### src/hw/rtl/utlr_pkg.sv
// Shared types, widths and codes of the ultrasonic tank level ranger.
`default_nettype none

package utlr_pkg;

  localparam int unsigned HEIGHT_W  = 10;
  localparam int unsigned TIMEOUT_W = 16;
  localparam int unsigned TRIGGER_W = 8;
  localparam int unsigned CFG_IDX_W = 2;
  localparam int unsigned CFG_DATA_W = 16;
  localparam int unsigned TICK_W    = 16;
  localparam int unsigned LEVEL_W   = 7;
  localparam int unsigned STATUS_W  = 2;

  // Numerator is at most 20000 * 1023, the divisor at most 200 * 1023.
  localparam int unsigned NUM_W  = 25;
  localparam int unsigned DEN_W  = 18;
  // The quotient never exceeds 100, so seven bits cover it.
  localparam int unsigned QUOT_W = 7;

  localparam int unsigned FULL_SCALE  = 20000;
  localparam int unsigned SOUND_SCALE = 343;
  localparam int unsigned DEN_SCALE   = 200;
  localparam int unsigned LOW_TICKS   = 2;
  localparam int unsigned LEVEL_MAX   = 100;
  localparam int unsigned LEVEL_RESET = 50;

  localparam logic [HEIGHT_W-1:0]  HEIGHT_RESET  = HEIGHT_W'(100);
  localparam logic [TIMEOUT_W-1:0] TIMEOUT_RESET = TIMEOUT_W'(30000);
  localparam logic [TRIGGER_W-1:0] TRIGGER_RESET = TRIGGER_W'(10);

  localparam logic [CFG_IDX_W-1:0] CFG_TANK_HEIGHT = 2'd0;
  localparam logic [CFG_IDX_W-1:0] CFG_TIMEOUT     = 2'd1;
  localparam logic [CFG_IDX_W-1:0] CFG_TRIGGER     = 2'd2;

  localparam logic [STATUS_W-1:0] STATUS_OK       = 2'd0;
  localparam logic [STATUS_W-1:0] STATUS_NO_ECHO  = 2'd1;
  localparam logic [STATUS_W-1:0] STATUS_TOO_LONG = 2'd2;

  typedef struct packed {
    logic kind;
    logic echo;
  } in_t;

  typedef struct packed {
    logic                trig;
    logic                busy_res;
    logic                done_res;
    logic [STATUS_W-1:0] status;
    logic [TICK_W-1:0]   pulse_len;
    logic [LEVEL_W-1:0]  level_pct;
  } out_t;

endpackage

`default_nettype wire

### src/hw/rtl/utlr_div.sv
// Iterative restoring divider: one compare and subtract per cycle.
`default_nettype none

module utlr_div import utlr_pkg::*; (
  input  wire logic              clk_i,
  input  wire logic              rst_ni,
  input  wire logic              start_i,
  input  wire logic [NUM_W-1:0]  num_i,
  input  wire logic [DEN_W-1:0]  den_i,
  output logic                   done_o,
  output logic [QUOT_W-1:0]      quot_o
);

  localparam int unsigned CNT_W = $clog2(QUOT_W);

  logic [NUM_W-1:0]  rem_q;
  logic [NUM_W-1:0]  dsh_q;
  logic [QUOT_W-1:0] quot_q;
  logic [CNT_W-1:0]  cnt_q;
  logic              busy_q;
  logic              done_q;
  logic              ge;

  // The quotient is known to fit QUOT_W bits, so the divisor starts shifted
  // up by QUOT_W-1 and moves down one place per step.
  assign ge = (rem_q >= dsh_q);

  always_ff @(posedge clk_i or negedge rst_ni) begin
    if (!rst_ni) begin
      rem_q  <= '0;
      dsh_q  <= '0;
      quot_q <= '0;
      cnt_q  <= '0;
      busy_q <= 1'b0;
      done_q <= 1'b0;
    end else begin
      done_q <= 1'b0;
      if (start_i) begin
        rem_q  <= num_i;
        dsh_q  <= NUM_W'(den_i) << (QUOT_W - 1);
        quot_q <= '0;
        cnt_q  <= '0;
        busy_q <= 1'b1;
      end else if (busy_q) begin
        if (ge) begin
          rem_q <= rem_q - dsh_q;
        end
        quot_q <= {quot_q[QUOT_W-2:0], ge};
        dsh_q  <= dsh_q >> 1;
        cnt_q  <= cnt_q + CNT_W'(1);
        if (cnt_q == CNT_W'(QUOT_W - 1)) begin
          busy_q <= 1'b0;
          done_q <= 1'b1;
        end
      end
    end
  end

  assign done_o = done_q;
  assign quot_o = quot_q;

endmodule

`default_nettype wire

### src/hw/rtl/ultrasonic_tank_level_ranger_top.sv
// Top level of the ultrasonic tank level ranger: tick sequencer and level math.
//
//   channel  direction  handshake                    payload
//   in       request    in_valid_i / in_ready_o      in_req_i  (in_t: kind, echo)
//   out      result     out_valid_o / out_ready_i    out_res_o (out_t)
//   cfg      write      cfg_we_i, cfg_idx_i          cfg_wdata_i
//
// Every request is one microsecond tick and yields exactly one result.
// A plain tick passes through S_STEP and S_FIN to a loaded result, and no new
// request is taken until the sequencer is back in S_IDLE.
// A good echo's last tick adds S_MUL, S_PREP and S_DIV, which waits out the seven
// compare-subtract steps of the shared divider; a zero height or far target skips S_DIV.
// Reset is asynchronous and active low; it restores the register defaults. A result
// that is not taken holds off the next request until out_ready_i frees its slot.
`default_nettype none

module ultrasonic_tank_level_ranger_top import utlr_pkg::*; (
  input  wire logic                  clk_i,
  input  wire logic                  rst_ni,
  input  wire logic                  in_valid_i,
  output logic                       in_ready_o,
  input  wire in_t                   in_req_i,
  output logic                       out_valid_o,
  input  wire logic                  out_ready_i,
  output out_t                       out_res_o,
  input  wire logic                  cfg_we_i,
  input  wire logic [CFG_IDX_W-1:0]  cfg_idx_i,
  input  wire logic [CFG_DATA_W-1:0] cfg_wdata_i
);

  // Measurement phase, as seen by the tick protocol.
  typedef enum logic [2:0] {
    PH_IDLE,
    PH_LOW,
    PH_HIGH,
    PH_WAIT,
    PH_MEAS
  } phase_e;

  // Cycle sequencer that walks one request through the shared units.
  typedef enum logic [2:0] {
    S_IDLE,
    S_STEP,
    S_MUL,
    S_PREP,
    S_DIV,
    S_FIN
  } seq_e;

  seq_e                  st_q;
  phase_e                phase_q, phase_d;
  logic [TICK_W-1:0]     tick_q, tick_d;
  logic [TICK_W-1:0]     width_q, width_d;
  logic [STATUS_W-1:0]   status_q, status_d;
  logic [LEVEL_W-1:0]    level_q;
  logic                  trig_q, trig_d;
  logic                  done_q, done_d;
  logic                  calc_d;

  logic [HEIGHT_W-1:0]   height_q;
  logic [TIMEOUT_W-1:0]  timeout_q;
  logic [TRIGGER_W-1:0]  trigger_q;

  in_t                   in_q;
  out_t                  out_q;
  logic                  out_valid_q;

  logic [NUM_W-1:0]      full_q;
  logic [NUM_W-1:0]      dist_q;
  logic [NUM_W-1:0]      num_q;
  logic [DEN_W-1:0]      den_q;
  logic                  div_start_q;
  logic                  div_done;
  logic [QUOT_W-1:0]     div_quot;

  logic [TICK_W-1:0]     tmo;
  logic [TICK_W-1:0]     thi;
  logic                  in_fire;

  // Zero in either limit register behaves as one.
  assign tmo = (timeout_q == '0) ? TICK_W'(1) : TICK_W'(timeout_q);
  assign thi = (trigger_q == '0) ? TICK_W'(1) : TICK_W'(trigger_q);

  assign in_ready_o = (st_q == S_IDLE) && (!out_valid_q || out_ready_i);
  assign in_fire    = in_valid_i && in_ready_o;

  // Protocol step for the captured tick. A start request only counts in idle
  // and the start tick itself is the first of the two low trigger ticks.
  always_comb begin
    phase_d  = phase_q;
    tick_d   = tick_q;
    width_d  = width_q;
    status_d = status_q;
    trig_d   = 1'b0;
    done_d   = 1'b0;
    calc_d   = 1'b0;

    if ((phase_q == PH_IDLE) && in_q.kind) begin
      phase_d = PH_LOW;
      tick_d  = '0;
      width_d = '0;
    end

    unique case (phase_d)
      PH_IDLE: begin
      end
      PH_LOW: begin
        tick_d = tick_d + TICK_W'(1);
        if (tick_d >= TICK_W'(LOW_TICKS)) begin
          phase_d = PH_HIGH;
          tick_d  = '0;
        end
      end
      PH_HIGH: begin
        trig_d = 1'b1;
        tick_d = tick_d + TICK_W'(1);
        if (tick_d >= thi) begin
          phase_d = PH_WAIT;
          tick_d  = '0;
        end
      end
      PH_WAIT: begin
        if (in_q.echo) begin
          // The rising tick is already the first high tick.
          width_d = TICK_W'(1);
          if (width_d >= tmo) begin
            status_d = STATUS_TOO_LONG;
            done_d   = 1'b1;
            phase_d  = PH_IDLE;
          end else begin
            phase_d = PH_MEAS;
          end
        end else begin
          tick_d = tick_d + TICK_W'(1);
          if (tick_d >= tmo) begin
            status_d = STATUS_NO_ECHO;
            done_d   = 1'b1;
            phase_d  = PH_IDLE;
          end
        end
      end
      PH_MEAS: begin
        if (!in_q.echo) begin
          // Falling edge: the level is worked out in the following cycles.
          status_d = STATUS_OK;
          done_d   = 1'b1;
          calc_d   = 1'b1;
          phase_d  = PH_IDLE;
        end else begin
          width_d = width_d + TICK_W'(1);
          if (width_d >= tmo) begin
            status_d = STATUS_TOO_LONG;
            done_d   = 1'b1;
            phase_d  = PH_IDLE;
          end
        end
      end
      default: begin
        phase_d = PH_IDLE;
      end
    endcase
  end

  always_ff @(posedge clk_i or negedge rst_ni) begin
    if (!rst_ni) begin
      st_q        <= S_IDLE;
      phase_q     <= PH_IDLE;
      tick_q      <= '0;
      width_q     <= '0;
      status_q    <= STATUS_OK;
      level_q     <= LEVEL_W'(LEVEL_RESET);
      trig_q      <= 1'b0;
      done_q      <= 1'b0;
      height_q    <= HEIGHT_RESET;
      timeout_q   <= TIMEOUT_RESET;
      trigger_q   <= TRIGGER_RESET;
      in_q        <= '0;
      out_q       <= '0;
      out_valid_q <= 1'b0;
      full_q      <= '0;
      dist_q      <= '0;
      num_q       <= '0;
      den_q       <= '0;
      div_start_q <= 1'b0;
    end else begin
      if (cfg_we_i) begin
        unique case (cfg_idx_i)
          CFG_TANK_HEIGHT: height_q  <= cfg_wdata_i[HEIGHT_W-1:0];
          CFG_TIMEOUT:     timeout_q <= cfg_wdata_i[TIMEOUT_W-1:0];
          CFG_TRIGGER:     trigger_q <= cfg_wdata_i[TRIGGER_W-1:0];
          default: begin
          end
        endcase
      end

      if (out_valid_q && out_ready_i) begin
        out_valid_q <= 1'b0;
      end

      div_start_q <= 1'b0;

      unique case (st_q)
        S_IDLE: begin
          if (in_fire) begin
            in_q <= in_req_i;
            st_q <= S_STEP;
          end
        end
        S_STEP: begin
          phase_q  <= phase_d;
          tick_q   <= tick_d;
          width_q  <= width_d;
          status_q <= status_d;
          trig_q   <= trig_d;
          done_q   <= done_d;
          st_q     <= calc_d ? S_MUL : S_FIN;
        end
        S_MUL: begin
          // Constant-coefficient products of the height and the echo width.
          full_q <= NUM_W'(FULL_SCALE) * NUM_W'(height_q);
          dist_q <= NUM_W'(SOUND_SCALE) * NUM_W'(width_q);
          den_q  <= DEN_W'(DEN_SCALE) * DEN_W'(height_q);
          st_q   <= S_PREP;
        end
        S_PREP: begin
          // A zero height or a target beyond the tank bottom reads as empty.
          if ((height_q == '0) || (dist_q >= full_q)) begin
            level_q <= '0;
            st_q    <= S_FIN;
          end else begin
            num_q       <= full_q - dist_q;
            div_start_q <= 1'b1;
            st_q        <= S_DIV;
          end
        end
        S_DIV: begin
          if (div_done) begin
            level_q <= (div_quot > QUOT_W'(LEVEL_MAX)) ? LEVEL_W'(LEVEL_MAX)
                                                       : LEVEL_W'(div_quot);
            st_q    <= S_FIN;
          end
        end
        S_FIN: begin
          out_q.trig      <= trig_q;
          out_q.busy_res  <= (phase_q != PH_IDLE);
          out_q.done_res  <= done_q;
          out_q.status    <= status_q;
          out_q.pulse_len <= width_q;
          out_q.level_pct <= level_q;
          out_valid_q     <= 1'b1;
          st_q            <= S_IDLE;
        end
        default: begin
          st_q <= S_IDLE;
        end
      endcase
    end
  end

  utlr_div u_div (
    .clk_i   (clk_i),
    .rst_ni  (rst_ni),
    .start_i (div_start_q),
    .num_i   (num_q),
    .den_i   (den_q),
    .done_o  (div_done),
    .quot_o  (div_quot)
  );

  assign out_valid_o = out_valid_q;
  assign out_res_o   = out_q;

endmodule

`default_nettype wire

### config.mk
export PLATFORM = sky130hd
export DESIGN_NAME = ultrasonic_tank_level_ranger_top
export DESIGN_NICKNAME = d
export VERILOG_FILES = /design/src/hw/rtl/utlr_pkg.sv /design/src/hw/rtl/utlr_div.sv /design/src/hw/rtl/ultrasonic_tank_level_ranger_top.sv
export SDC_FILE = /design/constraint.sdc
export NUM_CORES = 1
export LEC_CHECK = 0
export BUFFER_PORTS_ARGS = -buffer_cell sky130_fd_sc_hd__buf_2
export CAP_MARGIN = 20
export CORE_MARGIN = 3
export CORE_UTILIZATION = 50
export DETAILED_ROUTE_END_ITERATION = 8
export PLACE_DENSITY = 0.7
export SLEW_MARGIN = 10
export SYNTH_ARGS = -nofsm -noshare
export SYNTH_HDL_FRONTEND = slang
export SYNTH_SLANG_ARGS = --single-unit
### constraint.sdc
create_clock -name clk_i -period 5.4 [get_ports clk_i]
set_input_delay 0.81 -clock clk_i [delete_from_list [all_inputs] [get_ports clk_i]]
set_output_delay 0.81 -clock clk_i [all_outputs]
set_load 0.05 [all_outputs]
# --- After elaboration in Yosys (flattened, before gate mapping) ---
# Index checks and enable logic that the tools add are counted.
word_totals:
  ff_bits: 262
  wordCells: 158
op_classes:
  n_mul: 3
  mux: 63
  order_cmp: 8
  n_reduce_logical: 29
  n_bitwise: 1
  addsub: 5
  eq_ne: 18
op_table:
  columns: ["cell", "count"]
  rows:
  - ["$mux 16", 8]
  - ["$mux 25", 5]
  - ["$ge 25x25->1", 2]
  - ["$sub 25x25->25", 2]
  - ["$pmux 16 s3", 1]
  - ["$mux 3", 13]
  - ["$mux 7", 5]
  - ["$add 16x1->16 const B", 2]
  - ["$ge 16x16->1", 2]
  - ["$pmux 16 s2", 1]
  - ["$pmux 3 s5", 2]
  - ["$mul 9x16->25 const A", 1]
  - ["$mul 10x10->20 const A", 1]
  - ["$mux 1", 19]
  - ["$ge 1x16->1 const A", 1]
  - ["$ge 16x2->1 const B", 1]
  - ["$ge 16x8->1", 1]
  - ["$logic_not 16->1", 1]
  - ["$mul 5x10->15 const A", 1]
  - ["$pmux 7 s2", 1]
  - ["$reduce_and 2->1", 7]
  - ["$eq 3x2->1 const B", 4]
  - ["$eq 3x3->1 const B", 4]
  - ["$logic_not 10->1", 1]
  - ["other kinds (23)", 41]

# --- Logic depth before layout (Yosys ltp) ---
depth:
  word_depth: 8
  ltp_mapped: 21

# --- Cells and area by module ---
# Synthesis repeated with hierarchy kept, for this count alone.
hier_totals:
  cells_unflattened: 2115
  area_unflattened_um2: 20148.1
modules_own_cells:
  columns: ["mod", "n_inst", "area_per_inst_um2", "cells_per_inst"]
  rows:
  - ["ultrasonic_tank_level_ranger_top", 1, 16037.9, 1650]
  - ["utlr_div", 1, 4110.2, 465]

# --- Worst setup path before layout ---
# OpenSTA, ideal clock, no wires.
synth_path:
  kind: "reg2reg"
  startpoint: "reg height_q[5]"
  endpoint: "reg full_q[24]"
  period_less_slack_ns: 4.879
  required_time_ns: 5.267
  stages_incl_launch_ff: 18
  arrival_ns: 4.746
  setup_ns: 0.133
  n_path_buf: 0
  slack_ns: 0.521
  cell_sequence: "dfstp_2 -> inv_1 -> ha_1 -> ha_1 -> fa_1 -> inv_1 -> fa_1 -> inv_1 -> fa_1 -> ha_1 -> nand2_1 -> o21ai_0 -> o41ai_1 -> o21ai_0 -> or4_1 -> a31oi_1 -> xor2_1 -> o21ai_0"
synth_between:
  elab_chain_cells: 1
synth_rtl:
  columns: ["item", "line_no", "text"]
  rows:
  - ["from (decl)", "ultrasonic_tank_level_ranger_top.sv:60", "logic [HEIGHT_W-1:0] height_q;"]
  - ["from (signal assigned)", "ultrasonic_tank_level_ranger_top.sv:188", "CFG_TANK_HEIGHT: height_q <= cfg_wdata_i[HEIGHT_W-1:0];"]
  - ["$mul 10x10->20", "ultrasonic_tank_level_ranger_top.sv:220", "full_q <= NUM_W'(FULL_SCALE) * NUM_W'(height_q);"]
  - ["to (signal assigned)", "ultrasonic_tank_level_ranger_top.sv:220", null]
  - ["to (decl)", "ultrasonic_tank_level_ranger_top.sv:68", "logic [NUM_W-1:0] full_q;"]
# Every way passes these cells.
# A chain may end at the register's enable or synchronous reset.

# --- Worst setup path after layout ---
# Same ends and word-level chain as after synthesis.

==> metrics.yaml <==
syn_avg_cell_area_um2: 9.39
required_ps: 5830
clk_pin_slew_ps: 60
synth_cell_type_count: 69
post-place-ws_ps: 324
place_congestion: 0.896
synth_mux_area_share_pct: 4.85
hold_ws_ps: 220
ys_seq_elements: 258
synth-simple-area-share_pct: 12.3
cellPowerDensity_mw_per_mm2: 485
finalPower_mw: 10.3
rsz0062_at_grt: "false"
skew_ps: 17.3
ctsResizeCount: 0
hold_viol_final: 0
synthToLayoutAreaGrowth_pct: 9.41
finalInstanceArea_mm2: 0.0213
cts_tree: "yes"
ant_nets: 0
slew_headroom_pct: 44.4
register_area_mm2: 0.00648
antennaDiodeCount: 0
htreeDepth: 1
start_util_pct: 51.3
worstSetupEndpointType: "flop"
synth_fp_nets: 2431
cts.sinks: 258
start_kind: "flop"
vias: 14685
worst-setup-path-type: "reg2reg"
fillers: 3453
synth-edff-count: 0
fin_nets: 2462
grt_overflow: 0
routed_wl_um: 43500
drt_iter0_markers: 723
io_pins: 55
slew_violations: 0
core.rowCount: 71
cts_buffers: 29
die_area_mm2: 0.0414
yosys.area_share.xor_xnor_pct: 5.08
layout-drive-gt1-share_pct: 9.25
clock_path_buffers: 3
worstMarginPinSlew_ps: 831
grt_pass1_vias: 14752
drt-vias-per-instance: 5.56
portBuffers: 54
p_leak_nw: 10.6
finalSetupTns_ps: 0
multiInputGateArea_mm2: 0.0119
hpwl_um: 33600
drv_cap: 0
rrSetupSlack_ps: 340
grt_pass1_wl_um: 73700
dp.cells: 2586
antenna_found_initial: 0
yosys_warnings: 0
postPlaceCellArea_mm2: 0.0203
ir_drop_mv: 0.283
timing.fmax_mhz: 198
fin_crit_sh_pct: 93.6
synth_area_mm2: 0.0195
crit_fanout: 7
hold_buffers: 0
clk_latency_ps: 580
postLayoutCoreUtil_pct: 56.1
fin_ws_ps: 343
synthAdderAreaFrac_pct: 24.2
yosysSeqAreaShare_pct: 33.2
hold_class: "in2async"
fp.dieH_um: 203
status: "finished clean"
synth_compound_area_share_pct: 14.4
routedWlPerCell_um: 16.5
drc: 0
post-cts-setup-buffers: 0
arrival_ps: 5490
dr.pass1.iters: 7
fp.dieW_um: 203
synthArstFlopShare_pct: 100
synthCells: 2076
instances_no_fill: 2641
core_area_mm2: 0.0380
synth_ff_type: "dfrtp_1"
grt_max_degree: 123
root_buffer: "clkbuf_16"
grt_usage_pct: 21.4
period_needed_ps: 5060
setup_viol: 0
synth_top_family_by_area: "adder cells"
Yosys cell counts, drive strengths merged (8+ instances only):
cell,n,share of area (%)
a31oi,18,0.58
dfrtp,243,31
xor2,53,2.4
o21ai,184,4.7
nand3,32,0.82
nor4,10,0.35
a211oi,12,0.46
nor2,118,2.3
nand2,237,4.6
a21oi,91,2.3
nor3,33,0.85
and3,13,0.42
inv,233,4.5
dfstp,15,2.0
nand2b,14,0.45
o211ai,8,0.31
fa,76,7.8
a21o,36,1.4
o21bai,15,0.58
nor3b,9,0.35
buf,17,0.50
xnor2,60,2.7
clkbuf,53,1.0
a22o,26,1.2
mux2,44,2.5
nand4,17,0.55
mux2i,45,2.3
o21a,12,0.46
ha,254,16
placed cells by master (no fill, tap or decap), types with 7 or more instances in the layout:
master and n:
a211oi_1 12, a21o_1 36, a21oi_1 91, a22o_1 26
a31oi_1 18, and3_1 13, buf_2 53, buf_4 15
clkbuf_16 29, clkbuf_8 8, dfrtp_1 241, dfstp_2 15
fa_1 76, ha_1 254, inv_1 233, mux2_2 44
mux2i_1 45, nand2_1 237, nand2b_1 13, nand3_1 32
nand3b_1 7, nand4_1 17, nor2_1 118, nor2b_1 7
nor3_1 33, nor3b_1 8, nor4_1 9, o211ai_1 8
o21a_1 12, o21ai_0 182, o21bai_1 15, o31ai_1 7
xnor2_1 60, xor2_1 53
sequential cells by signal (all words and copies together) (netlist names), 16 cells and up:
name / cells
out_res_o: 28
timeout_q: 16
full_q: 17
u_div.rem_q: 25
u_div.dsh_q: 24
tick_q: 16
num_q: 25
width_q: 16
dist_q: 25
final cells by class:
class                      count  share of cell area [%]
multi-input combinational   1515                    55.7
sequential                   258                    30.4
inverter                     233                    4.10
clock buffer                  42                    4.01
tap                          511                    3.00
timing repair buffer          70                    1.94
clock inverter                12                   0.886
final timing paths:
path                                        end  cells past startpoint      startpoint
worst max-delay path                 full_q[24]                     17     height_q[5]
worst min-delay path            u_div.rem_q[16]                      1          rst_ni
worst max register to register       full_q[24]                     17     height_q[5]
worst min register to register         num_q[8]                      2        num_q[8]
max in group asynchronous             tick_q[5]                      2          rst_ni
min in group clk_i                  height_q[8]                      3  cfg_wdata_i[8]
power by group:
group / internal (mW) / switching (mW)
sequential: 2.22 / 0.292
combinational: 2.40 / 3.29
clock: 1.29 / 0.840
total: 5.91 / 4.42
cell families (layout without fill, tap and decap cells):
family / Yosys count / count (layout)
AND/OR/NAND/NOR: 527 / 527
adder cells (fa/ha/maj): 331 / 331
buffers and inverters: 303 / 357
AO/OA/AOI/OAI: 455 / 455
flip-flops: 258 / 258
XOR/XNOR: 113 / 113
multiplexers: 89 / 89
worst max-delay path, cell delays in order (launching register included):
cell and delay (ps):
dfstp_2 630, inv_1 80, ha_1 320, ha_1 320, fa_1 540, inv_1 50
fa_1 520, inv_1 50, fa_1 460, ha_1 360, nand2_1 80, o21ai_0 100
o41ai_1 350, o21ai_0 180, or4_1 410, a31oi_1 210, xor2_1 150, o21ai_0 80
per-layer routing:
layer	part of all wire (%)	GRT usage, %
met1	47	29.9
met2	48	35.7
met3	3.4	2.47
met4	2.3	5.26
met5	0	0
Note: power is estimated with default switching activity, not from simulation.
